[config.mk]
export PLATFORM = sky130hd
export DESIGN_NAME = oei_queue
export DESIGN_NICKNAME = d
export VERILOG_FILES = /design/src/rtl/oei_pkg.sv /design/src/rtl/oei_queue.sv
export SDC_FILE = /design/constraint.sdc
export NUM_CORES = 1
export LEC_CHECK = 0
export BUFFER_PORTS_ARGS = -buffer_cell sky130_fd_sc_hd__buf_4
export CORE_UTILIZATION = 35
export DETAILED_ROUTE_END_ITERATION = 12
export HOLD_SLACK_MARGIN = 0.03
export PLACE_DENSITY = 0.66
export SETUP_SLACK_MARGIN = 0.5
export SYNTH_ARGS = -nofsm -noshare
export SYNTH_HDL_FRONTEND = slang
export SYNTH_SLANG_ARGS = --single-unit
[constraint.sdc]
create_clock -name clk -period 26 [get_ports clk]
set_input_delay 6.5 -clock clk [delete_from_list [all_inputs] [get_ports clk]]
set_output_delay 6.5 -clock clk [all_outputs]
set_load 0.01 [all_outputs]
[src/rtl/oei_pkg.sv]
// shared types, constants and fixed-point helpers for the observer with error integrator
`default_nettype none

package oei_pkg;

	localparam int DATA_W    = 32;
	// rounded q16.16 product of two 32-bit values is at most 2^46 in magnitude
	localparam int TERM_W    = 48;
	// sum of four rounded terms
	localparam int SUM_W     = 50;
	localparam int CFG_IDX_W = 3;

	// sample period in q16.16
	localparam logic signed [16:0] SAMPLE_PERIOD_Q16 = 17'sd655;

	typedef logic signed [DATA_W-1:0] q16_t;
	typedef logic signed [TERM_W-1:0] term_t;
	typedef logic signed [SUM_W-1:0]  sum_t;

	// configuration register indexes
	typedef enum logic [CFG_IDX_W-1:0] {
		REG_GAIN_00       = 3'd0,
		REG_GAIN_01       = 3'd1,
		REG_GAIN_10       = 3'd2,
		REG_GAIN_11       = 3'd3,
		REG_DRIVE_GAIN_0  = 3'd4,
		REG_DRIVE_GAIN_1  = 3'd5,
		REG_CORRECTION_0  = 3'd6,
		REG_CORRECTION_1  = 3'd7
	} cfg_reg_t;

	// input word
	typedef struct packed {
		q16_t observation;
		q16_t setpoint;
		q16_t drive;
		logic ball_absent;
		logic saturated;
	} in_word_t;

	// result word
	typedef struct packed {
		q16_t est_position;
		q16_t est_velocity;
		q16_t error_integral;
		q16_t last_drive;
		q16_t tracking_error;
	} out_word_t;

	// observer coefficients
	typedef struct packed {
		q16_t gain_00;
		q16_t gain_01;
		q16_t gain_10;
		q16_t gain_11;
		q16_t drive_gain_0;
		q16_t drive_gain_1;
		q16_t correction_0;
		q16_t correction_1;
	} gains_t;

	// classified word passed from front to back, with all state-free terms done
	typedef struct packed {
		term_t drive_term_0;
		term_t drive_term_1;
		term_t corr_term_0;
		term_t corr_term_1;
		term_t integ_term;
		q16_t  drive;
		q16_t  err;
		logic  ball_absent;
		logic  saturated;
	} job_t;

	// round a q32.32 product to q16.16, half toward plus infinity
	function automatic term_t qround(input logic signed [63:0] prod);
		logic signed [63:0] biased;
		biased = prod + 64'sd32768;
		return term_t'(biased[63:16]);
	endfunction

	// clamp to the signed 32-bit range
	function automatic q16_t sat32(input sum_t v);
		q16_t r;
		if (v[SUM_W-1:DATA_W-1] == '0 || v[SUM_W-1:DATA_W-1] == '1) begin
			r = v[DATA_W-1:0];
		end else if (v[SUM_W-1]) begin
			r = {1'b1, {(DATA_W-1){1'b0}}};
		end else begin
			r = {1'b0, {(DATA_W-1){1'b1}}};
		end
		return r;
	endfunction

endpackage

`default_nettype wire

[src/rtl/oei_queue.sv]
// short queue of classified words between front and back
`default_nettype none

module oei_queue #(
	parameter int DEPTH = 2
) (
	input  wire logic           clk,
	input  wire logic           arst_n,
	input  wire logic           push_valid,
	output logic                push_ready,
	input  wire oei_pkg::job_t  push_word,
	output logic                pop_valid,
	input  wire logic           pop,
	output oei_pkg::job_t       pop_word
);

	localparam int AW = $clog2(DEPTH);
	localparam int CW = $clog2(DEPTH + 1);

	oei_pkg::job_t  mem_q [DEPTH];
	logic [AW-1:0]  wr_ptr_q;
	logic [AW-1:0]  rd_ptr_q;
	logic [CW-1:0]  count_q;
	logic           push;

	assign push_ready = count_q != CW'(DEPTH);
	assign pop_valid  = count_q != '0;
	assign push       = push_valid && push_ready;
	assign pop_word   = mem_q[rd_ptr_q];

	// pointers and fill count
	always_ff @(posedge clk or negedge arst_n) begin
		if (!arst_n) begin
			wr_ptr_q <= '0;
			rd_ptr_q <= '0;
			count_q  <= '0;
		end else begin
			if (push) begin
				wr_ptr_q <= (wr_ptr_q == AW'(DEPTH - 1)) ? '0 : wr_ptr_q + 1'b1;
			end
			if (pop) begin
				rd_ptr_q <= (rd_ptr_q == AW'(DEPTH - 1)) ? '0 : rd_ptr_q + 1'b1;
			end
			if (push && !pop) begin
				count_q <= count_q + 1'b1;
			end else if (pop && !push) begin
				count_q <= count_q - 1'b1;
			end
		end
	end

	// storage
	always_ff @(posedge clk) begin
		if (push) begin
			mem_q[wr_ptr_q] <= push_word;
		end
	end

endmodule

`default_nettype wire

## Yosys cells after proc, flatten, opt, wreduce, memory -nomap -nowiden

Memory sizes are Yosys's and may differ from the RTL's.
Index checks and enable logic that the tools add are counted.
Widths: inputs -> output; s select.

| cells by class | value |
|---|---|
| eq/ne operators | 1 |
| reduce and logical (&&, ||, !) cells | 7 |
| muxes and demuxes | 6 |
| add/sub/neg operators | 4 |

Operator list:

| operator | number |
|---|---|
| $mux 1 | 4 |
| $mux 2 | 2 |
| $reduce_bool 2->1 | 2 |
| $logic_and 1x1->1 | 3 |
| $add 1x1->1 const B | 2 |
| $add 2x1->2 const B | 1 |
| $logic_not 1->1 | 2 |
| $ne 2x2->1 const B | 1 |
| $sub 2x1->2 const B | 1 |

| storage, ports and cells | value |
|---|---|
| memories | 1 |
| flip-flop bits (word level) | 4 |
| memory bits (writable) | 612 |
| output and inout bits | 308 |

Memory list:

| name | depth | bits a word | rd ports | clocked after memory_dff | wr ports | line | text |
|---|---|---|---|---|---|---|---|
| mem_q | 2 | 306 | 1 | 0 | 1 | oei_queue.sv:20 | `oei_pkg::job_t mem_q [DEPTH];` |

## Longest topological paths before layout

Gate-level depths: netlist of run 1.

| depth | value |
|---|---|
| depth after elaboration | 6 |
| mapped depth | 7 |
| gate-level depth less buffers | 7 |

## Worst setup path before layout of run 1

OpenSTA, ideal clock, no wires.

| timing | value |
|---|---|
| kind | input to register |
| start | input port push_valid |
| end | memory mem_q[0][0] (netlist bit) (enable) |
| buffers on the path | 0 |
| arrival time | 19.259 ns |
| required time | 25.021 ns |
| library setup time | 0.979 ns |
| stages | 2 |
| setup slack | 5.761 ns |
| cell sequence | nand2_1 -> nor2_1 |

| on the way | value |
|---|---|
| cells in the longest elaborated chain, start to end | 3 |

RTL lines:

| item | line | text |
|---|---|---|
| start, declared | oei_queue.sv:9 | `input wire logic push_valid,` |
| $logic_and 1x1->1 | oei_queue.sv:28 | `assign push = push_valid && push_ready;` |
| $mux 1 | oei_queue.sv:54 | `if (push) begin` |
| $mux 1 (implied by the code) | oei_queue.sv:55 | `mem_q[wr_ptr_q] <= push_word;` |
| end, declared | oei_queue.sv:20 |  |

No other way between the ends.

==> summary.md, run 1 <==
| Metric | Value |
|---|---|
| Fmax | 0.0903 GHz |
| Nature of the critical path endpoint | output pin |
| Final min period | 11.08 ns |
| Final setup viols | 0 |
| Routed wire per std cell | 20.2 µm |
| Post-DP HPWL | around 36000 µm |
| CTS tree | built |
| Final Max Tran Viols | 0 |
| Metal1 wirelength | 18700 µm |
| CTS sink count | approximately 620 |
| Die extent in y | about 260 µm |
| FFs w/ async S/R, synth | 0.649% |
| Port Buffer Count | 617 |
| Share of post-route cells with drive strength above 1 | 61.3% |
| Cell type with the largest total area after synthesis | edfxtp_1 |
| Worst-Margin Slew | roughly 1.2 ns |
| Tcrit/Tclk final | a little over two fifths |
| Critical path required time | 19.50 ns |
| Area of the core | 0.0657 mm² |
| Drt initial violations | 526 |
| Antenna diodes | 0 |
| Dpl cells | 2429 |
| Initial antenna violation count | 4 |
| Cell Count, Final, Fillers Out | between 2000 and 3000 |
| Multi-input gate area | 0.00441 mm² |
| Setup Buffers After CTS | 0 |
| TNS Setup | 0 ns |
| Outcome | completed |
| PostCTS Resize Cnt | 0 |
| Clk_skew | approximately 0.022 ns |
| Fin. Hold Viols | 0 |
| Gpl congestion | 0.775 |
| Max Cap Viol | 0 |
| Clock latency on the worst-skew pair | roughly 0.58 ns |
| Post-synthesis register bit count | 616 |
| Layout area overhead | 32.8% |
| Level count of the clock H-tree | 3 |
| Clk slew on worst S/H paths | ~0.060 ns |
| Die area | approximately 0.067 mm² |
| Largest net degree at the start of global routing | 152 |
| Syn nets | 1281 |
| Met2 WL | 26900 µm |
| Pwr/cell area | about 110 mW/mm² |
| Met3 wire length | 4310 µm |
| RSZ-0062 raised after global routing | no |
| Worst EP arrival | 4.58 ns |
| Share of the synthesized area in the top cell type | 79.1% |
| Mapped Area | 0.0232 mm² |
| Count leader, synth | edfxtp_1 |
| Cell variety after synth | 15 |
| Post-Syn Instances | 970 |
| Warnings, synthesis | 0 |
| Post-DP Area | 0.0287 mm² |
| Avg Inst Size Synth | 23.9 µm² |
| Global-route wire length before repair | 72600 µm |
| Highest metal used | met5 |
| Final Net Count | 1944 |
| Sequential area share after synthesis | between 70% and 80% |
| Vias/cell | 4.47 |
| Crit Path Category | reg2out |
| Number of I/O pins | 618 |
| GRT Overall Usage | between 10% and 20% |
| Post-synth EDFFs | roughly 610 |
| DR vias | 11400 |
| Layout Utilization | 46.9% |
| Slew headroom | roughly 23% |
| Initial Util | 35.3% |
| Top post-synthesis cells by area | edfxtp_1 79%, mux2_4 15%, mux2_2 3.7% |
| First-pass iteration count of the detailed router | 5 |
| Die width | ~260 µm |
| Post-synth top flop | edfxtp_1 |
| Vias in the first global route | 11900 |
| Clk Tree Root Cell | clkbuf_16 |
| Final Cell Area | around 0.031 mm² |
| Hold crit path type | reg2reg |
| CP max FO | 68 |
| Overflow after GRT | 0 |
| FP Rows | 94 |
| Commonest cells post-synth | 612 x edfxtp_1, 230 x mux2_4, 76 x mux2_2 |
| Register area | 0.0185 mm² |
| Total CTS buffers | 66 |
| Longest Clk Path Bufs | 3 |
| Drt total wl | 51300 µm |
| Final-layout fill cell count | 5489 |
| Hold_buf cts | 0 |
| Antenna viol nets, final | 0 |
| Leakage Power | 0.0120 µW |
| Startpoint class of the critical path | flip-flop |
| Drt drc | 0 |
| Max VDD drop | 0.0891 mV |
## critical path, stage by stage, from the launching register on
cell     delay, ns
dfrtp_4       1.13
buf_4         0.85
buf_4         0.66
buf_4         0.71
mux2_4        0.36
buf_4         0.14
## state kept, by name, summed over array words and instances, names as in the netlist
register and cells:
count_q 2, mem_q 612, rd_ptr_q 1, wr_ptr_q 1
## kinds of logic (layout without fill, tap and decap cells)
logic type | Yosys count | count (layout) | share of synthesized area, %
adder cells (fa/ha/maj) | 1 | 1 | 0.0539
flip-flops | 616 | 616 | 79.6
AND/OR/NAND/NOR | 6 | 6 | 0.129
multiplexers | 306 | 306 | 18.6
buffers and inverters | 36 | 747 | 1.49
XOR/XNOR | 5 | 5 | 0.189
## final timing paths
| kind | start | end | slack (ns) | cells past startpoint |
|---|---|---|---|---|
| hold reg to reg | count_q[1] | count_q[1] | 0.49 | 1 |
| setup / recovery | rd_ptr_q | pop_word[209] | 14.92 | 5 |
| min in group asynchronous | arst_n | count_q[0] | 5.71 | 1 |
| max in group asynchronous | arst_n | rd_ptr_q | 20.18 | 1 |
| hold / removal | count_q[1] | count_q[1] | 0.49 | 1 |
| setup reg to reg | count_q[0] | mem_q[0][122] | 22.46 | 5 |
## stage by stage
stage,worst slack [ns],total power (µW),hold WS (ns)
5_1_grt,14.66,3670,0.521
3_3_place_gp,15.59,2640,0.480
6_report,14.92,3520,0.493
3_5_place_dp,15.50,2660,0.479
4_1_cts,14.84,3580,0.492
2_1_floorplan,5.76,2250,0.456
## cells in the final DEF, fill, tap and decap left out
cell type,instances
clkbuf_16,68
ha_1,1
nand2b_1,1
nand2_1,1
nor2_1,1
inv_1,2
clkinv_2,9
dfrtp_4,1
clkbuf_1,10
buf_12,1
buf_4,628
dfrtp_1,3
inv_6,2
bufinv_16,6
xnor2_1,2
clkinv_8,3
clkinv_1,14
mux2_4,230
or2_2,1
clkinv_4,3
nor2_4,1
mux2_2,76
edfxtp_1,612
clkinvlp_4,1
and3_4,1
xor2_1,3
## area by class of cell
class	count	area share, %
sequential	616	59.9
timing repair buffer	629	15.4
multi-input combinational	318	14.3
clock buffer	78	5.64
tap	864	3.51
clock inverter	38	1.23
inverter	2	0.0244
## report_power, final
group	switching [µW]	total [µW]	internal, µW
Combinational	554	1180	627
Sequential	73.0	1430	1360
Clock	370	910	540
## per-layer routing
| layer | track usage [%] | vias up |
|---|---|---|
| met3 | 5.93 | 85 |
| li1 | - | 5197 |
| met2 | 25.5 | 413 |
| met4 | 4.75 | 8 |
| met5 | 0 | - |
| met1 | 15.7 | 5684 |
Note: power is estimated with default switching activity, not from simulation.
==> run 2, diff against run 1 <==
Clock period 26 ns to 10.9 ns, I/O delays scaled along.
==> run 2 against run 1 <==
  * Clock skew down 0.0062 ns
  * Combinational power is 140% higher
  * Non-clock buffer count fell by 4
  * Largest power group unchanged
  * Critical path type unchanged
  * Critical path depth shrank 1
==> summary.md, run 2 (synthesis gave the netlist of run 1 again) <==
| Metric | Value |
|---|---|
| Peak per-stage delay on the critical path | 0.83 ns (was 1.13 ns) |
| Fin. Hold Viols | 0 (unchanged) |
| Port Buffer Count | 617 (unchanged) |
| Critical path required time | 8.18 ns (was 19.50 ns) |
| Power consumption | 8430 µW (was 3520 µW) |
| Longest Clk Path Bufs | 3 (unchanged) |
| Critical Path, Cell by Cell | buf_12 > buf_4 > mux2_4 > buf_4 (was buf_4 > buf_4 > buf_4 > mux2_4 > buf_4) |
| Startpoint class of the critical path | flip-flop (unchanged) |
| Total CTS buffers | 66 (unchanged) |
| Clock latency on the worst-skew pair | 0.59 ns (was 0.58 ns) |
| Largest net degree at the start of global routing | 158 (was 152) |
| Post-route setup slack | 4.67 ns (was 14.92 ns) |
| Final Max Tran Viols | 0 (unchanged) |
| Internal cell power | 6050 µW (was 2530 µW) |
| Outcome | completed (unchanged) |
| Max Cap Viol | 0 (unchanged) |
| Gpl congestion | 0.780 (was 0.775) |
| Worst EP arrival | 3.51 ns (was 4.58 ns) |
| Hold crit path type | reg2reg (unchanged) |
| PostCTS Resize Cnt | 0 (unchanged) |
| FF-to-FF path depth | 4 (was 5) |
| Switching power | 2380 µW (was 998 µW) |
| Number of flip-flops in the largest register | 612 (unchanged) |
| Vias/cell | 4.47 (about the same) |
| Pwr/cell area | 273 mW/mm² (was 114 mW/mm²) |
| Global-route wire length before repair | 71800 µm (was 72600 µm) |
| Nature of the critical path endpoint | output pin (unchanged) |
| Layout area overhead | 33.0% (was 32.8%) |
| TNS Setup | 0 ns (unchanged) |
| Clk pwr share | 26.0% (was 25.8%) |
| Initial Util | 35.3% (unchanged) |
| Final Net Count | 1940 (was 1944) |
| Tcrit/Tclk final | 57.2% |
| Sw frac | 28.2% (was 28.3%) |
| Setup Buffers After CTS | 0 (unchanged) |
| Commonest non-fill, non-tap cell in the layout | buf_4 (unchanged) |
| Sequential power share | 40.3% (was 40.7%) |
| Clk_skew | 0.0159 ns (was 0.0221 ns) |
| Drt drc | 0 (unchanged) |
| Drt initial violations | 553 (was 526) |
| Routed wire per std cell | 19.8 µm (was 20.2 µm) |
| Largest regs | mem_q x612, count_q x2 (unchanged) |
| Clk Tree Root Cell | clkbuf_16 (unchanged) |
| Final-layout fill cell count | 5495 (was 5489) |
| Share of post-route cells with drive strength above 1 | 61.0% (was 61.3%) |
| Number of I/O pins | 618 (unchanged) |
| CTS sink count | 616 (unchanged) |
| GRT Overall Usage | 14.2% (was 14.5%) |
| Clk slew on worst S/H paths | 0.06 ns (about the same) |
| Drt total wl | 50400 µm (was 51300 µm) |
| Worst-Margin Slew | 1.22 ns (was 1.16 ns) |
| CP max FO | 119 (was 68) |
| Max VDD drop | 0.328 mV (was 0.0891 mV) |
| Overflow after GRT | 0 (unchanged) |
| Post-DP Area | 0.0287 mm² (about the same) |
| Die width | 260 µm (unchanged) |
| Biggest register | mem_q (unchanged) |
| CTS tree | built (unchanged) |
| Antenna viol nets, final | 0 (unchanged) |
| Die extent in y | 260 µm (unchanged) |
| FP Rows | 94 (unchanged) |
| Hold depth | 1 (unchanged) |
| Die area | 0.0674 mm² (unchanged) |
| Level count of the clock H-tree | 3 (unchanged) |
| Crit Path Category | reg2out (unchanged) |
| Gate power share | 33.7% (was 33.5%) |
| Area of the core | 0.0657 mm² (unchanged) |
| Final setup viols | 0 (unchanged) |
| Slew headroom | 18.5% (was 23.0%) |
| DR vias | 11400 (about the same) |
| Cell repeated most along the worst path | buf_4 (unchanged) |
| Leakage Power | 0.0120 µW (about the same) |
| Slowest cell on the critical path | dfrtp_4 (unchanged) |
| RSZ-0062 raised after global routing | no (unchanged) |
| Final Cell Area | 0.0309 mm² (was 0.0308 mm²) |
| Vias in the first global route | 11900 (about the same) |
| First-pass iteration count of the detailed router | 6 (was 5) |
| Post-place setup slack | 5.29 ns (was 15.50 ns) |
| Initial antenna violation count | 4 (unchanged) |
| Hold_buf cts | 0 (unchanged) |
| Final min period | ~6.2 ns |
| Fmax | 0.160 GHz |
| Post-DP HPWL | 34100 µm (was 35900 µm) |
| Most frequent cells in the layout | 620 x buf_4, 612 x edfxtp_1, 230 x mux2_4 (was 628 x buf_4, 612 x edfxtp_1, 230 x mux2_4) |
run 2: cell types whose count changed in the layout (fill, tap and decap cells not counted), sizes merged:
cell | previous run | this run
buf | 629 | 625
clkbuf | 78 | 80
clkinv | 29 | 28
diode | 0 | 3
run 2: path summary, 6_finish.rpt:
kind	startpoint	endpoint	slack, ns
min in group asynchronous	arst_n	rd_ptr_q	1.94
worst min register to register	count_q[1]	count_q[1]	0.50
max in group asynchronous	arst_n	rd_ptr_q	8.84
worst max-delay path	rd_ptr_q	pop_word[121]	4.67
worst max register to register	count_q[0]	mem_q[1][186]	7.54
worst min-delay path	count_q[1]	count_q[1]	0.50
run 2: power by group through the flow:
stage               clock, µW  combinational [µW]  sequential [µW]
floorplan                   0                1740             3460
global placement            0                2850             3420
detailed placement          0                2880             3450
CTS                      2260                2890             3400
global route             2340                3000             3440
finish                   2190                2840             3400
run 2: routing by layer:
metal	part of all wire, %	global-route usage (%)	vias to the layer above
met3	8.3	5.02	86
met1	38	16.1	5658
met5	0.060	0	-
met2	51	24.2	422
li1	-	-	5207
met4	2.9	5.96	4
run 2: worst max-delay path, delay by kind of cell (launching register included):
| family | cells | cell delay [ns] |
|---|---|---|
| flops | 1 | 0.83 |
| buf+inv | 3 | 1.45 |
| mux | 1 | 0.36 |
run 2: stage by stage:
step	instances	util [%]	hold slack, ns
detailed placement	2425	43.7	0.486
floorplan	970	-	0.456
global placement	2425	43.7	0.473
CTS	2542	47.0	0.503
global route	2544	47.0	0.531
finish	2545	47.0	0.504
run 2: layout make-up:
class                   instances  area, µm²  share of cell area (%)
flip-flops and latches        616      18500                    59.9
repair buffers                625       4750                    15.4
multi-input cells             318       4410                    14.3
clock buffers                  80       1770                    5.73
well taps                     864       1080                    3.50
clock inverters                37        372                    1.20
inverters                       2       7.51                  0.0243
diodes                          3       7.51                  0.0243
